## src/design/scsp_pkg.sv

```systemverilog
// ----------------------------------------------------------------------------
// Servo command stream parser package
// Shared constants, types and helper functions for the parser front end,
// the command queue and the command back end.
// ----------------------------------------------------------------------------
package scsp_pkg;

   // Default sizes handed to the top level
   localparam int DEF_MAX_TARGETS = 24;
   localparam int DEF_ARG_DEPTH   = 50;
   localparam int Q_DEPTH         = 4;

   // Framing bytes
   localparam logic [7:0] BYTE_ADDRESSED = 8'hAA;
   localparam logic [7:0] BYTE_MINI_SSC  = 8'hFF;
   localparam logic [7:0] DEV_ANY        = 8'hFF;
   localparam logic [7:0] DEV_RESET      = 8'd12;
   localparam logic [7:0] CRC_POLY       = 8'h91;
   localparam logic [7:0] CMD_HIGH_BIT   = 8'h80;

   // Command bytes
   localparam logic [7:0] CMD_SET_TARGET    = 8'h84;
   localparam logic [7:0] CMD_SET_SPEED     = 8'h87;
   localparam logic [7:0] CMD_SET_ACCEL     = 8'h89;
   localparam logic [7:0] CMD_SET_PWM       = 8'h8A;
   localparam logic [7:0] CMD_MULTI_TARGET  = 8'h9F;
   localparam logic [7:0] CMD_GET_POSITION  = 8'h90;
   localparam logic [7:0] CMD_GET_MOVING    = 8'h93;
   localparam logic [7:0] CMD_GET_ERRORS    = 8'hA1;
   localparam logic [7:0] CMD_GO_HOME       = 8'hA2;
   localparam logic [7:0] CMD_STOP_SCRIPT   = 8'hA4;
   localparam logic [7:0] CMD_RESTART       = 8'hA7;
   localparam logic [7:0] CMD_RESTART_PARAM = 8'hA8;
   localparam logic [7:0] CMD_GET_STATUS    = 8'hAE;

   // Configuration register indexes
   localparam logic [7:0] CSR_DEVICE_NUMBER = 8'd0;
   localparam logic [7:0] CSR_CRC_ENABLED   = 8'd1;

   typedef enum logic [3:0] {
      KIND_TARGET        = 4'd0,
      KIND_SPEED         = 4'd1,
      KIND_ACCEL         = 4'd2,
      KIND_PWM           = 4'd3,
      KIND_GET_POSITION  = 4'd4,
      KIND_GET_MOVING    = 4'd5,
      KIND_GET_ERRORS    = 4'd6,
      KIND_GO_HOME       = 4'd7,
      KIND_STOP_SCRIPT   = 4'd8,
      KIND_RESTART       = 4'd9,
      KIND_RESTART_PARAM = 4'd10,
      KIND_GET_STATUS    = 4'd11,
      KIND_MINI_SSC      = 4'd12
   } cmd_kind_type;

   typedef enum logic [2:0] {
      PS_IDLE,
      PS_DEV,
      PS_CMD,
      PS_ARGS,
      PS_CRC
   } parse_state_type;

   typedef enum logic [1:0] {
      BK_IDLE,
      BK_FETCH,
      BK_LOAD
   } back_state_type;

   typedef struct packed {
      logic         known;
      cmd_kind_type kind;
      logic [2:0]   nargs;
   } cmd_info_type;

   // One decoded command waiting for the back end
   typedef struct packed {
      cmd_kind_type kind;
      logic [7:0]   channel;   // first channel for multi-target
      logic [13:0]  value;
      logic [15:0]  good;
      logic [15:0]  bad;
      logic         multi;
      logic [7:0]   count;     // number of targets for multi-target
   } cmd_desc_type;

   // Argument byte write from the front end
   typedef struct packed {
      logic       en;
      logic [7:0] addr;
      logic [7:0] data;
   } arg_wr_type;

   // Back end status seen by the front end
   typedef struct packed {
      logic multi_done;
   } back_status_type;

   // Look up a command byte: argument count and result kind
   function automatic cmd_info_type cmd_lookup(input logic [7:0] c);
      cmd_info_type r;
      r.known = 1'b1;
      r.kind  = KIND_TARGET;
      r.nargs = 3'd0;
      case (c)
         CMD_SET_TARGET:    begin r.kind = KIND_TARGET;        r.nargs = 3'd3; end
         CMD_SET_SPEED:     begin r.kind = KIND_SPEED;         r.nargs = 3'd3; end
         CMD_SET_ACCEL:     begin r.kind = KIND_ACCEL;         r.nargs = 3'd3; end
         CMD_SET_PWM:       begin r.kind = KIND_PWM;           r.nargs = 3'd4; end
         CMD_MULTI_TARGET:  begin r.kind = KIND_TARGET;        r.nargs = 3'd1; end
         CMD_GET_POSITION:  begin r.kind = KIND_GET_POSITION;  r.nargs = 3'd1; end
         CMD_GET_MOVING:    begin r.kind = KIND_GET_MOVING;    r.nargs = 3'd0; end
         CMD_GET_ERRORS:    begin r.kind = KIND_GET_ERRORS;    r.nargs = 3'd0; end
         CMD_GO_HOME:       begin r.kind = KIND_GO_HOME;       r.nargs = 3'd0; end
         CMD_STOP_SCRIPT:   begin r.kind = KIND_STOP_SCRIPT;   r.nargs = 3'd0; end
         CMD_RESTART:       begin r.kind = KIND_RESTART;       r.nargs = 3'd1; end
         CMD_RESTART_PARAM: begin r.kind = KIND_RESTART_PARAM; r.nargs = 3'd3; end
         CMD_GET_STATUS:    begin r.kind = KIND_GET_STATUS;    r.nargs = 3'd0; end
         default:           begin r.known = 1'b0; end
      endcase
      return r;
   endfunction

   // CRC-7 over one byte, LSB first
   function automatic logic [7:0] crc7_step(input logic [7:0] acc, input logic [7:0] b);
      logic [7:0] c;
      c = acc ^ b;
      for (int k = 0; k < 8; k++) begin
         if (c[0]) begin
            c = c ^ CRC_POLY;
         end
         c = c >> 1;
      end
      return c;
   endfunction

endpackage

```

## src/design/scsp_front.sv

```systemverilog
// ----------------------------------------------------------------------------
// Servo command stream parser front end
// Framing state machine: takes serial bytes, checks CRC-7, counts good and
// bad commands, stores argument bytes and queues a descriptor for each good command that has a result.
// ----------------------------------------------------------------------------
module scsp_front import scsp_pkg::*; #(
   parameter int MAX_TARGETS = DEF_MAX_TARGETS,
   parameter int ARG_DEPTH   = DEF_ARG_DEPTH
) (
   input  logic            clock,
   input  logic            reset,
   input  logic            req_push,
   input  logic [7:0]      req_rx_byte,
   output logic            req_full,
   input  logic            csr_valid,
   output logic            csr_ready,
   input  logic [7:0]      csr_index,
   input  logic [7:0]      csr_data,
   input  logic            q_full,
   output logic            push_en,
   output cmd_desc_type    push_desc,
   output arg_wr_type      arg_wr,
   input  back_status_type back_status
);

   localparam int NW      = $clog2(ARG_DEPTH + 1);
   localparam int FIT_LIM = (ARG_DEPTH - 2) / 2;
   localparam int CNT_LIM = (MAX_TARGETS < FIT_LIM) ? MAX_TARGETS : FIT_LIM;

   parse_state_type state_ff, state_in;
   logic [7:0]      dev_ff;
   logic            crc_en_ff;
   logic [7:0]      cmd_ff, cmd_in;
   logic [NW-1:0]   needed_ff, needed_in;
   logic [NW-1:0]   got_ff, got_in;
   logic [7:0]      crc_ff, crc_in;
   logic [15:0]     good_ff, good_in;
   logic [15:0]     bad_ff, bad_in;
   logic [7:0]      arg_ff [3];
   logic [7:0]      arg_in [3];
   logic            multi_busy_ff, multi_busy_in;

   logic            accept;
   logic            do_start;
   logic            do_begin;
   logic            check_done;
   logic            emit;
   logic [7:0]      begin_byte;
   logic [7:0]      b;
   logic [8:0]      multi_bytes;
   cmd_info_type    info;
   cmd_info_type    cur_info;
   cmd_desc_type    desc;
   logic [13:0]     val14;

   assign b         = req_rx_byte;
   assign req_full  = q_full || multi_busy_ff;
   assign accept    = req_push && !req_full;
   assign csr_ready = 1'b1;

   // Configuration registers
   always_ff @(posedge clock) begin
      if (reset) begin
         dev_ff    <= DEV_RESET;
         crc_en_ff <= 1'b0;
      end else if (csr_valid) begin
         case (csr_index)
            CSR_DEVICE_NUMBER: dev_ff    <= csr_data;
            CSR_CRC_ENABLED:   crc_en_ff <= csr_data[0];
            default: ;
         endcase
      end
   end

   // Parse one byte
   always_comb begin
      state_in    = state_ff;
      cmd_in      = cmd_ff;
      needed_in   = needed_ff;
      got_in      = got_ff;
      crc_in      = crc_ff;
      good_in     = good_ff;
      bad_in      = bad_ff;
      arg_in      = arg_ff;
      do_start    = 1'b0;
      do_begin    = 1'b0;
      check_done  = 1'b0;
      emit        = 1'b0;
      begin_byte  = b;
      arg_wr.en   = 1'b0;
      arg_wr.addr = 8'(got_ff);
      arg_wr.data = b;
      multi_bytes = 9'd2 + {b, 1'b0};
      info        = cmd_lookup(b);

      if (accept) begin
         case (state_ff)
            PS_IDLE: begin
               do_start = b[7];
            end
            PS_DEV: begin
               if (crc_en_ff) crc_in = crc7_step(crc_ff, b);
               if (dev_ff != DEV_ANY && b != dev_ff) state_in = PS_IDLE;
               else state_in = PS_CMD;
            end
            PS_CMD: begin
               if (crc_en_ff) crc_in = crc7_step(crc_ff, b);
               do_begin   = 1'b1;
               begin_byte = b | CMD_HIGH_BIT;
            end
            PS_ARGS: begin
               if (cmd_ff != BYTE_MINI_SSC && b[7]) begin
                  // resync on a command byte mid-command
                  bad_in   = bad_in + 16'd1;
                  do_start = 1'b1;
               end else begin
                  if (cmd_ff != BYTE_MINI_SSC && crc_en_ff) crc_in = crc7_step(crc_ff, b);
                  if (got_ff < NW'(ARG_DEPTH)) begin
                     arg_wr.en = 1'b1;
                     got_in    = got_ff + NW'(1);
                  end
                  for (int k = 0; k < 3; k++) begin
                     if (got_ff == NW'(k)) arg_in[k] = b;
                  end
                  if (cmd_ff == CMD_MULTI_TARGET && got_in == NW'(1)) begin
                     if (b > 8'(CNT_LIM)) begin
                        bad_in   = bad_in + 16'd1;
                        state_in = PS_IDLE;
                     end else begin
                        needed_in = NW'(multi_bytes);
                     end
                  end
                  check_done = 1'b1;
               end
            end
            PS_CRC: begin
               state_in = PS_IDLE;
               if (b != crc_ff) begin
                  bad_in = bad_in + 16'd1;
               end else begin
                  good_in = good_in + 16'd1;
                  emit    = 1'b1;
               end
            end
            default: begin
               state_in = PS_IDLE;
            end
         endcase

         // Start of a fresh command
         if (do_start) begin
            if (b == BYTE_ADDRESSED) begin
               crc_in   = crc_en_ff ? crc7_step(8'd0, b) : 8'd0;
               state_in = PS_DEV;
            end else if (b == BYTE_MINI_SSC) begin
               cmd_in    = BYTE_MINI_SSC;
               got_in    = '0;
               needed_in = NW'(2);
               state_in  = PS_ARGS;
               check_done = 1'b1;
            end else begin
               crc_in     = crc_en_ff ? crc7_step(8'd0, b) : 8'd0;
               do_begin   = 1'b1;
               begin_byte = b;
            end
         end

         // Decode the command byte
         if (do_begin) begin
            info   = cmd_lookup(begin_byte);
            cmd_in = begin_byte;
            got_in = '0;
            if (!info.known) begin
               bad_in    = bad_in + 16'd1;
               needed_in = '0;
               state_in  = PS_IDLE;
            end else begin
               needed_in  = NW'(info.nargs);
               state_in   = PS_ARGS;
               check_done = 1'b1;
            end
         end

         // Complete the command once all argument bytes are in
         if (check_done && state_in == PS_ARGS && got_in >= needed_in) begin
            if (crc_en_ff && cmd_in != BYTE_MINI_SSC) begin
               state_in = PS_CRC;
            end else begin
               state_in = PS_IDLE;
               good_in  = good_in + 16'd1;
               emit     = 1'b1;
            end
         end
      end
   end

   // Build the descriptor
   assign val14    = {arg_in[2][6:0], arg_in[1][6:0]};
   assign cur_info = cmd_lookup(cmd_in);

   always_comb begin
      desc         = '0;
      desc.good    = good_in;
      desc.bad     = bad_in;
      desc.channel = arg_in[0];
      if (cmd_in == BYTE_MINI_SSC) begin
         desc.kind  = KIND_MINI_SSC;
         desc.value = {6'd0, arg_in[1]};
      end else if (cmd_in == CMD_MULTI_TARGET) begin
         desc.kind    = KIND_TARGET;
         desc.multi   = 1'b1;
         desc.count   = arg_in[0];
         desc.channel = arg_in[1];
      end else begin
         desc.kind = cur_info.kind;
         case (desc.kind) inside
            KIND_TARGET, KIND_SPEED, KIND_PWM, KIND_RESTART_PARAM: desc.value = val14;
            KIND_ACCEL:                      desc.value = {6'd0, val14[7:0]};
            KIND_GET_POSITION, KIND_RESTART: desc.value = '0;
            default:                         desc.channel = '0;
         endcase
      end
   end

   assign push_en   = emit && !(desc.multi && desc.count == 8'd0);
   assign push_desc = desc;

   // Hold input while a multi-target command reads its arguments
   always_comb begin
      multi_busy_in = multi_busy_ff;
      if (back_status.multi_done) multi_busy_in = 1'b0;
      if (push_en && desc.multi) multi_busy_in = 1'b1;
   end

   always_ff @(posedge clock) begin
      if (reset) begin
         state_ff      <= PS_IDLE;
         cmd_ff        <= '0;
         needed_ff     <= '0;
         got_ff        <= '0;
         crc_ff        <= '0;
         good_ff       <= '0;
         bad_ff        <= '0;
         multi_busy_ff <= 1'b0;
      end else begin
         state_ff      <= state_in;
         cmd_ff        <= cmd_in;
         needed_ff     <= needed_in;
         got_ff        <= got_in;
         crc_ff        <= crc_in;
         good_ff       <= good_in;
         bad_ff        <= bad_in;
         multi_busy_ff <= multi_busy_in;
      end
   end

   // First argument bytes, kept for single-result commands
   always_ff @(posedge clock) begin
      arg_ff <= arg_in;
   end

endmodule

```

## src/design/scsp_queue.sv

```systemverilog
// ----------------------------------------------------------------------------
// Servo command stream parser command queue
// Short first-in first-out store of command descriptors between the front
// end and the back end.
// ----------------------------------------------------------------------------
module scsp_queue import scsp_pkg::*; (
   input  logic         clock,
   input  logic         reset,
   input  logic         push_en,
   input  cmd_desc_type push_desc,
   output logic         q_full,
   output logic         q_empty,
   input  logic         pop_en,
   output cmd_desc_type head_desc
);

   localparam int PW = $clog2(Q_DEPTH);
   localparam int CW = $clog2(Q_DEPTH + 1);

   cmd_desc_type  entry_ff [Q_DEPTH];
   logic [PW-1:0] wr_ptr_ff, wr_ptr_in;
   logic [PW-1:0] rd_ptr_ff, rd_ptr_in;
   logic [CW-1:0] count_ff, count_in;
   logic          do_push;
   logic          do_pop;

   assign q_full    = (count_ff == CW'(Q_DEPTH));
   assign q_empty   = (count_ff == '0);
   assign do_push   = push_en && !q_full;
   assign do_pop    = pop_en && !q_empty;
   assign head_desc = entry_ff[rd_ptr_ff];

   // Advance pointers and fill count
   always_comb begin
      wr_ptr_in = wr_ptr_ff;
      rd_ptr_in = rd_ptr_ff;
      count_in  = count_ff;
      if (do_push) wr_ptr_in = wr_ptr_ff + PW'(1);
      if (do_pop)  rd_ptr_in = rd_ptr_ff + PW'(1);
      if (do_push && !do_pop) count_in = count_ff + CW'(1);
      if (!do_push && do_pop) count_in = count_ff - CW'(1);
   end

   always_ff @(posedge clock) begin
      if (reset) begin
         wr_ptr_ff <= '0;
         rd_ptr_ff <= '0;
         count_ff  <= '0;
      end else begin
         wr_ptr_ff <= wr_ptr_in;
         rd_ptr_ff <= rd_ptr_in;
         count_ff  <= count_in;
      end
   end

   // Store descriptors
   always_ff @(posedge clock) begin
      if (do_push) entry_ff[wr_ptr_ff] <= push_desc;
   end

endmodule

```

## src/design/scsp_back.sv

```systemverilog
// ----------------------------------------------------------------------------
// Servo command stream parser back end
// Carries out queued commands: single results go straight to the output
// register; multi-target commands read target pairs from the argument
// memory and emit one set-target result per target.
// ----------------------------------------------------------------------------
module scsp_back import scsp_pkg::*; #(
   parameter int MAX_TARGETS = DEF_MAX_TARGETS,
   parameter int ARG_DEPTH   = DEF_ARG_DEPTH
) (
   input  logic            clock,
   input  logic            reset,
   input  logic            q_empty,
   input  cmd_desc_type    head_desc,
   output logic            pop_en,
   input  arg_wr_type      arg_wr,
   output back_status_type back_status,
   output logic            rsp_empty,
   input  logic            rsp_pop,
   output logic [3:0]      rsp_cmd_kind,
   output logic [7:0]      rsp_channel,
   output logic [13:0]     rsp_value,
   output logic [15:0]     rsp_good_count,
   output logic [15:0]     rsp_bad_count,
   output logic            rsp_last
);

   localparam int BANK_DEPTH = (ARG_DEPTH + 1) / 2;
   localparam int AW         = (BANK_DEPTH > 1) ? $clog2(BANK_DEPTH) : 1;
   localparam int TW         = $clog2(MAX_TARGETS + 1);

   back_state_type state_ff, state_in;
   cmd_desc_type   desc_ff, desc_in;
   logic [TW-1:0]  idx_ff, idx_in;
   logic           out_valid_ff, out_valid_in;
   logic [3:0]     out_kind_ff, out_kind_in;
   logic [7:0]     out_channel_ff, out_channel_in;
   logic [13:0]    out_value_ff, out_value_in;
   logic [15:0]    out_good_ff, out_good_in;
   logic [15:0]    out_bad_ff, out_bad_in;
   logic           out_last_ff, out_last_in;

   logic [7:0]     arg_even_mem [BANK_DEPTH];
   logic [7:0]     arg_odd_mem  [BANK_DEPTH];
   logic [7:0]     rd_even_ff;
   logic [7:0]     rd_odd_ff;
   logic [AW-1:0]  rd_addr;
   logic           rd_en;
   logic           load;
   logic           slot_free;
   logic           tgt_last;

   assign slot_free = !out_valid_ff || rsp_pop;
   assign rd_addr   = AW'(idx_ff) + AW'(1);
   assign tgt_last  = ((8'(idx_ff) + 8'd1) == desc_ff.count);

   // Argument memory, split into even and odd byte banks
   always_ff @(posedge clock) begin
      if (arg_wr.en && !arg_wr.addr[0]) arg_even_mem[arg_wr.addr[AW:1]] <= arg_wr.data;
      if (arg_wr.en && arg_wr.addr[0])  arg_odd_mem[arg_wr.addr[AW:1]]  <= arg_wr.data;
      if (rd_en) begin
         rd_even_ff <= arg_even_mem[rd_addr];
         rd_odd_ff  <= arg_odd_mem[rd_addr];
      end
   end

   // Sequence commands into results
   always_comb begin
      state_in       = state_ff;
      desc_in        = desc_ff;
      idx_in         = idx_ff;
      pop_en         = 1'b0;
      rd_en          = 1'b0;
      load           = 1'b0;
      back_status    = '0;
      out_kind_in    = out_kind_ff;
      out_channel_in = out_channel_ff;
      out_value_in   = out_value_ff;
      out_good_in    = out_good_ff;
      out_bad_in     = out_bad_ff;
      out_last_in    = out_last_ff;

      case (state_ff)
         BK_IDLE: begin
            if (!q_empty && slot_free) begin
               pop_en = 1'b1;
               if (head_desc.multi) begin
                  desc_in  = head_desc;
                  idx_in   = '0;
                  state_in = BK_FETCH;
               end else begin
                  load           = 1'b1;
                  out_kind_in    = head_desc.kind;
                  out_channel_in = head_desc.channel;
                  out_value_in   = head_desc.value;
                  out_good_in    = head_desc.good;
                  out_bad_in     = head_desc.bad;
                  out_last_in    = 1'b1;
               end
            end
         end
         BK_FETCH: begin
            rd_en    = 1'b1;
            state_in = BK_LOAD;
         end
         BK_LOAD: begin
            if (slot_free) begin
               load           = 1'b1;
               out_kind_in    = KIND_TARGET;
               out_channel_in = desc_ff.channel + 8'(idx_ff);
               out_value_in   = {rd_odd_ff[6:0], rd_even_ff[6:0]};
               out_good_in    = desc_ff.good;
               out_bad_in     = desc_ff.bad;
               out_last_in    = tgt_last;
               if (tgt_last) begin
                  back_status.multi_done = 1'b1;
                  state_in = BK_IDLE;
               end else begin
                  idx_in   = idx_ff + TW'(1);
                  state_in = BK_FETCH;
               end
            end
         end
         default: begin
            state_in = BK_IDLE;
         end
      endcase
   end

   // Output register
   always_comb begin
      out_valid_in = out_valid_ff;
      if (rsp_pop) out_valid_in = 1'b0;
      if (load)    out_valid_in = 1'b1;
   end

   always_ff @(posedge clock) begin
      if (reset) begin
         state_ff     <= BK_IDLE;
         out_valid_ff <= 1'b0;
      end else begin
         state_ff     <= state_in;
         out_valid_ff <= out_valid_in;
      end
   end

   always_ff @(posedge clock) begin
      desc_ff        <= desc_in;
      idx_ff         <= idx_in;
      out_kind_ff    <= out_kind_in;
      out_channel_ff <= out_channel_in;
      out_value_ff   <= out_value_in;
      out_good_ff    <= out_good_in;
      out_bad_ff     <= out_bad_in;
      out_last_ff    <= out_last_in;
   end

   assign rsp_empty      = !out_valid_ff;
   assign rsp_cmd_kind   = out_kind_ff;
   assign rsp_channel    = out_channel_ff;
   assign rsp_value      = out_value_ff;
   assign rsp_good_count = out_good_ff;
   assign rsp_bad_count  = out_bad_ff;
   assign rsp_last       = out_last_ff;

endmodule

```

## src/design/servo_command_stream_parser_unit.sv

```systemverilog
// ----------------------------------------------------------------------------
// Servo command stream parser unit
// Top level: parser front end, command queue and command back end.
// ----------------------------------------------------------------------------
// Takes one serial byte per clock on the req_ channel while req_full is low
// and returns decoded servo commands on the rsp_ channel, oldest first.
// Compact, addressed (0xAA) and Mini SSC (0xFF) framings are decoded, with
// an optional trailing CRC-7 byte. Every byte is parsed in the cycle it is
// accepted; a finished command enters a four-entry descriptor queue and
// passes from there to the result register, so single-result commands run
// at one byte per clock until the queue fills. A multi-target command
// produces one result per target, each by an argument memory read, then a
// result load; req_full rises in the cycle after the command's last byte
// and falls in the cycle after its final target is loaded. Configuration
// writes are always taken (csr_ready is tied high) and should only be made
// while the block is idle. No clearing pass follows reset.
module servo_command_stream_parser_unit import scsp_pkg::*; #(
   parameter int MAX_TARGETS = DEF_MAX_TARGETS,
   parameter int ARG_DEPTH   = DEF_ARG_DEPTH
) (
   input  logic        clock,
   input  logic        reset,
   input  logic        req_push,
   input  logic [7:0]  req_rx_byte,
   output logic        req_full,
   output logic        rsp_empty,
   input  logic        rsp_pop,
   output logic [3:0]  rsp_cmd_kind,
   output logic [7:0]  rsp_channel,
   output logic [13:0] rsp_value,
   output logic [15:0] rsp_good_count,
   output logic [15:0] rsp_bad_count,
   output logic        rsp_last,
   input  logic        csr_valid,
   output logic        csr_ready,
   input  logic [7:0]  csr_index,
   input  logic [7:0]  csr_data
);

   logic            q_full;
   logic            q_empty;
   logic            push_en;
   logic            pop_en;
   cmd_desc_type    push_desc;
   cmd_desc_type    head_desc;
   arg_wr_type      arg_wr;
   back_status_type back_status;

   // Parse and classify bytes
   scsp_front #(
      .MAX_TARGETS(MAX_TARGETS),
      .ARG_DEPTH  (ARG_DEPTH)
   ) u_front (
      .clock      (clock),
      .reset      (reset),
      .req_push   (req_push),
      .req_rx_byte(req_rx_byte),
      .req_full   (req_full),
      .csr_valid  (csr_valid),
      .csr_ready  (csr_ready),
      .csr_index  (csr_index),
      .csr_data   (csr_data),
      .q_full     (q_full),
      .push_en    (push_en),
      .push_desc  (push_desc),
      .arg_wr     (arg_wr),
      .back_status(back_status)
   );

   // Buffer decoded commands
   scsp_queue u_queue (
      .clock    (clock),
      .reset    (reset),
      .push_en  (push_en),
      .push_desc(push_desc),
      .q_full   (q_full),
      .q_empty  (q_empty),
      .pop_en   (pop_en),
      .head_desc(head_desc)
   );

   // Emit results
   scsp_back #(
      .MAX_TARGETS(MAX_TARGETS),
      .ARG_DEPTH  (ARG_DEPTH)
   ) u_back (
      .clock         (clock),
      .reset         (reset),
      .q_empty       (q_empty),
      .head_desc     (head_desc),
      .pop_en        (pop_en),
      .arg_wr        (arg_wr),
      .back_status   (back_status),
      .rsp_empty     (rsp_empty),
      .rsp_pop       (rsp_pop),
      .rsp_cmd_kind  (rsp_cmd_kind),
      .rsp_channel   (rsp_channel),
      .rsp_value     (rsp_value),
      .rsp_good_count(rsp_good_count),
      .rsp_bad_count (rsp_bad_count),
      .rsp_last      (rsp_last)
   );

endmodule

```

## config.mk

```make
export PLATFORM = sky130hd
export DESIGN_NAME = servo_command_stream_parser_unit
export DESIGN_NICKNAME = d
export VERILOG_FILES = /design/src/design/scsp_pkg.sv /design/src/design/scsp_front.sv /design/src/design/scsp_queue.sv /design/src/design/scsp_back.sv /design/src/design/servo_command_stream_parser_unit.sv
export SDC_FILE = /design/constraint.sdc
export NUM_CORES = 1
export LEC_CHECK = 0
export BUFFER_PORTS_ARGS = -buffer_cell sky130_fd_sc_hd__buf_2
export CORE_MARGIN = 3
export CORE_UTILIZATION = 31
export CTS_CLUSTER_SIZE = 24
export DETAILED_ROUTE_END_ITERATION = 8
export GPL_TIMING_DRIVEN = 0
export PLACE_DENSITY = 0.46
export SYNTH_ARGS = -nofsm -noshare
export SYNTH_HDL_FRONTEND = slang
export SYNTH_SLANG_ARGS = --single-unit
```

## constraint.sdc

```tcl
create_clock -name clock -period 11.85 [get_ports clock]
set_input_delay 0.5925 -clock clock [delete_from_list [all_inputs] [get_ports clock]]
set_output_delay 0.5925 -clock clock [all_outputs]
set_load 0.01 [all_outputs]
```

==> impl_metrics.csv <==
group,metric,value,unit
worst_hold_path,worst_hold_path_type,"in -> reg",
clock_network,cts_made_buffers,93,
placed_design,globalplace.congestion,0.836,
routing,route.vias.total,21600,
sta,setup_viol_count_final,0,
layout,post_route_cells_drive_above_1_share,0.172,
sta,post-route-min-period,7.40,ns
clock_network,clock-sinks,852,
layout,cell_area_after_layout,42000,µm²
layout,multi_input_comb_area,11100,µm²
worst_setup_path,crit_start,"req_rx_byte[0]",
layout,reg_area,24500,µm²
global_routing,first_pass_grt_wire_length,146000,µm
worst_hold_path,holdCritStartpoint,"csr_data[2]",
worst_setup_path,worstPathMaxFanout,53,
floorplan,core_area,115000,µm²
logic_synthesis,asyncSetResetFlopFracSynth,0,
routing,route.detailed.drc,0,
clock_network,cts.path.max_buffers,3,
logic_synthesis,syn-num-nets,2520,
logic_synthesis,yosys_most_used_dff,"edfxtp_1",
worst_setup_path,startpoint_type,"input port",
layout,fin_nets,2709,
layout,num_antenna_cells,0,
floorplan,placementRows,124,
layout,layout_common_cells,"edfxtp_1, nand2_1, nor2_1",
layout,layout.cells.most_common,"edfxtp_1",
job,maxCapViolations,0,
floorplan,floorplan.io_pins,91,
placed_design,port_buffers,88,
placed_design,placement.cell_area,38800,µm²
floorplan,initial_core_utilization,0.315,
routing,routedWlPerCell,23.1,µm
clock_network,worst_skew_pair.late_latency,0.67,ns
worst_setup_path,timing.critical_path.slowest_stage_cell,"buf_2",
global_routing,grt_antenna_before_repair,4,
sta,timing.final.crit_share,0.624,
worst_setup_path,setup.worst_path.end_class,"register",
routing,drt-total-wl,98100,µm
layout,nFillCells,10900,
sta,finalSetupTns,0,ns
clock_network,post_cts.repair.setup_buffers,0,
sta,grt_setup_unrepaired,"false",
worst_setup_path,critical_path_type,"in -> reg",
clock_network,cts-resized-gates,0,
sta,worst_slew_margin_rel,0.101,
power,cellPowerDensity,206,nW/µm²
floorplan,dieHeight,348,µm
clock_network,post_cts_hold_buffer_count,0,
floorplan,die-width,348,µm
logic_synthesis,syn_inst,2460,
power,worst_ir_drop_vdd,0.104,mV
worst_setup_path,cp_data_required_time,12.44,ns
clock_network,tritoncts,"done",
status,run_status,"finished, final reports clean",
sta,final_skew,0.0394,ns
worst_setup_path,crit_buf_inv,7,
logic_synthesis,synth_enable_flop_cells,744,
layout,synthToLayoutAreaGrowth,15.6,%
logic_synthesis,synth-warning-count,0,
clock_network,htree_num_levels,3,
clock_network,cts-root-buf,"clkbuf_16",
worst_setup_path,max_stage_delay,0.78,ns
logic_synthesis,syn_area_per_cell,14.8,µm²
routing,post_drt_via_cell_ratio,5.10,
sta,slew_violations,0,
placed_design,hpwlAfterDp,67900,µm
logic_synthesis,postSynthRegisterBits,852,
sta,worst_slew_pin_slew,1.34,ns
sta,whs,0.185,ns
logic_synthesis,syn_area,36300,µm²
worst_setup_path,worst_path_dominant_cell_family,"compound AO/OA/AOI/OAI gates",
clock_network,clk_pin_slew_worst_paths,0.06,ns
global_routing,grt.total_usage,0.161,
global_routing,maximum_number_of_pins_on_one_net_before_global_route_repair,58,
logic_synthesis,synthDistinctLibCells,87,
layout,post-route-util,0.364,
power,design_power_total,8.66,mW
worst_setup_path,regToRegStartpoint,"u_front.got_ff[0]$_SDFFE_PP0P_",
routing,antenna_violating_nets_post_route,0,
sta,maxClockFrequency,0.135,GHz
routing,firstDrtPassIters,5,
floorplan,total_die_area,121000,µm²
logic_synthesis,seq_total_area_yosys,0.675,
global_routing,overflow_left_after_global_routing,0,
worst_setup_path,critPathArrivalTime,7.99,ns
sta,finalHoldViolCount,0,
global_routing,grt_pass1_vias,21900,
power,p_leak,13.9,nW
routing,drt_first_iter_violations,2260,
==> state kept, by name, summed over array words and instances, names as in the netlist, 14 cells and up, named ones only <==
signal and cells:
u_back.arg_even_mem 175, u_front.good_ff 16, u_back.rsp_good_count 16, u_back.rsp_value 14, u_front.arg_ff 23, u_queue.entry_ff 268, u_front.bad_ff 16, u_back.rsp_bad_count 16
u_back.arg_odd_mem 175, u_back.desc_ff 48
==> cells by family (layout without fill, tap and decap cells) <==
logic type / Yosys count / in the layout / synth area share
AOI/OAI and AO/OA: 292 / 292 / 0.0530
xor gates and xnor gates: 95 / 95 / 0.0229
adders and majority gates: 31 / 31 / 0.0111
buffers and inverters: 189 / 458 / 0.0203
DFF: 852 / 852 / 0.675
muxes: 210 / 210 / 0.115
other: 1 / 1 / 0.000103
and+or+nand+nor: 790 / 790 / 0.102
==> metal layers <==
metal  vias to the layer above  global-route usage  wire [µm]
met5                         -                   0         13
met4                         2              0.0339       1480
met3                       119              0.0274       5830
met2                       653               0.259      45700
met1                     11100               0.229      45200
li1                       9797                   -          -
==> report_power, final <==
part	switching [mW]	leakage [nW]	internal, mW
clock network	1.20	1.55	1.78
registers	0.0777	7.67	3.56
logic	1.30	4.66	0.756
==> cell type report <==
class | count | area share
buffer | 135 | 0.0127
clock inverter | 65 | 0.0166
tap | 1512 | 0.0451
inverter | 54 | 0.00483
multi-input combinational | 1419 | 0.264
clock buffer | 110 | 0.0587
sequential | 852 | 0.584
timing repair buffer | 94 | 0.0141
==> tightest hold or removal path, cell delays in order <==
cell and delay (ns):
buf_2 0.09, mux2i_1 0.06, nand2_1 0.06
==> Yosys cell counts, types with 9 or more instances <==
cell / n / share of area
xnor2_1: 44 / 0.011
nand3b_1: 9 / 0.0019
mux2_2: 14 / 0.0043
mux2i_1: 30 / 0.0083
inv_1: 54 / 0.0056
buf_1: 33 / 0.0034
nand2b_1: 17 / 0.0029
nor4_1: 18 / 0.0031
nand4_1: 30 / 0.0052
clkbuf_1: 88 / 0.0091
o22ai_1: 17 / 0.0029
a21o_1: 15 / 0.0031
mux4_2: 165 / 0.10
nand2_1: 311 / 0.032
nor3_1: 39 / 0.0054
buf_2: 10 / 0.0014
a21oi_1: 62 / 0.0085
or2_2: 12 / 0.0021
o21ai_0: 78 / 0.011
dfxtp_1: 108 / 0.060
ha_1: 29 / 0.010
xor2_1: 51 / 0.012
a211oi_1: 12 / 0.0025
and2_1: 34 / 0.0059
and3_1: 13 / 0.0022
edfxtp_1: 744 / 0.62
nor2b_1: 24 / 0.0041
o31ai_1: 12 / 0.0025
a31oi_1: 15 / 0.0026
nand3_1: 51 / 0.0070
nor2_1: 175 / 0.018
or3_1: 21 / 0.0036
==> path summary, 6_finish.rpt <==
path	to	slack, ns	depth (start not counted)
setup / recovery	u_queue.count_ff[1]$_SDFFE_PP0P_	4.45	26
hold reg to reg	u_front.needed_ff[3]$_SDFFE_PP0P_	0.45	2
hold / removal	u_front.dev_ff[2]$_SDFFE_PP1P_	0.19	3
setup reg to reg	u_queue.count_ff[1]$_SDFFE_PP0P_	4.99	24
==> per-stage QoR <==
stage | instances | setup slack (ns)
floorplan | 2460 | 5.97
global placement | 4060 | 1.49
detailed placement | 4066 | 3.69
CTS | 4241 | 4.40
global route | 4241 | 3.92
finish | 4241 | 4.45
Note: power is estimated with default switching activity, not from simulation.
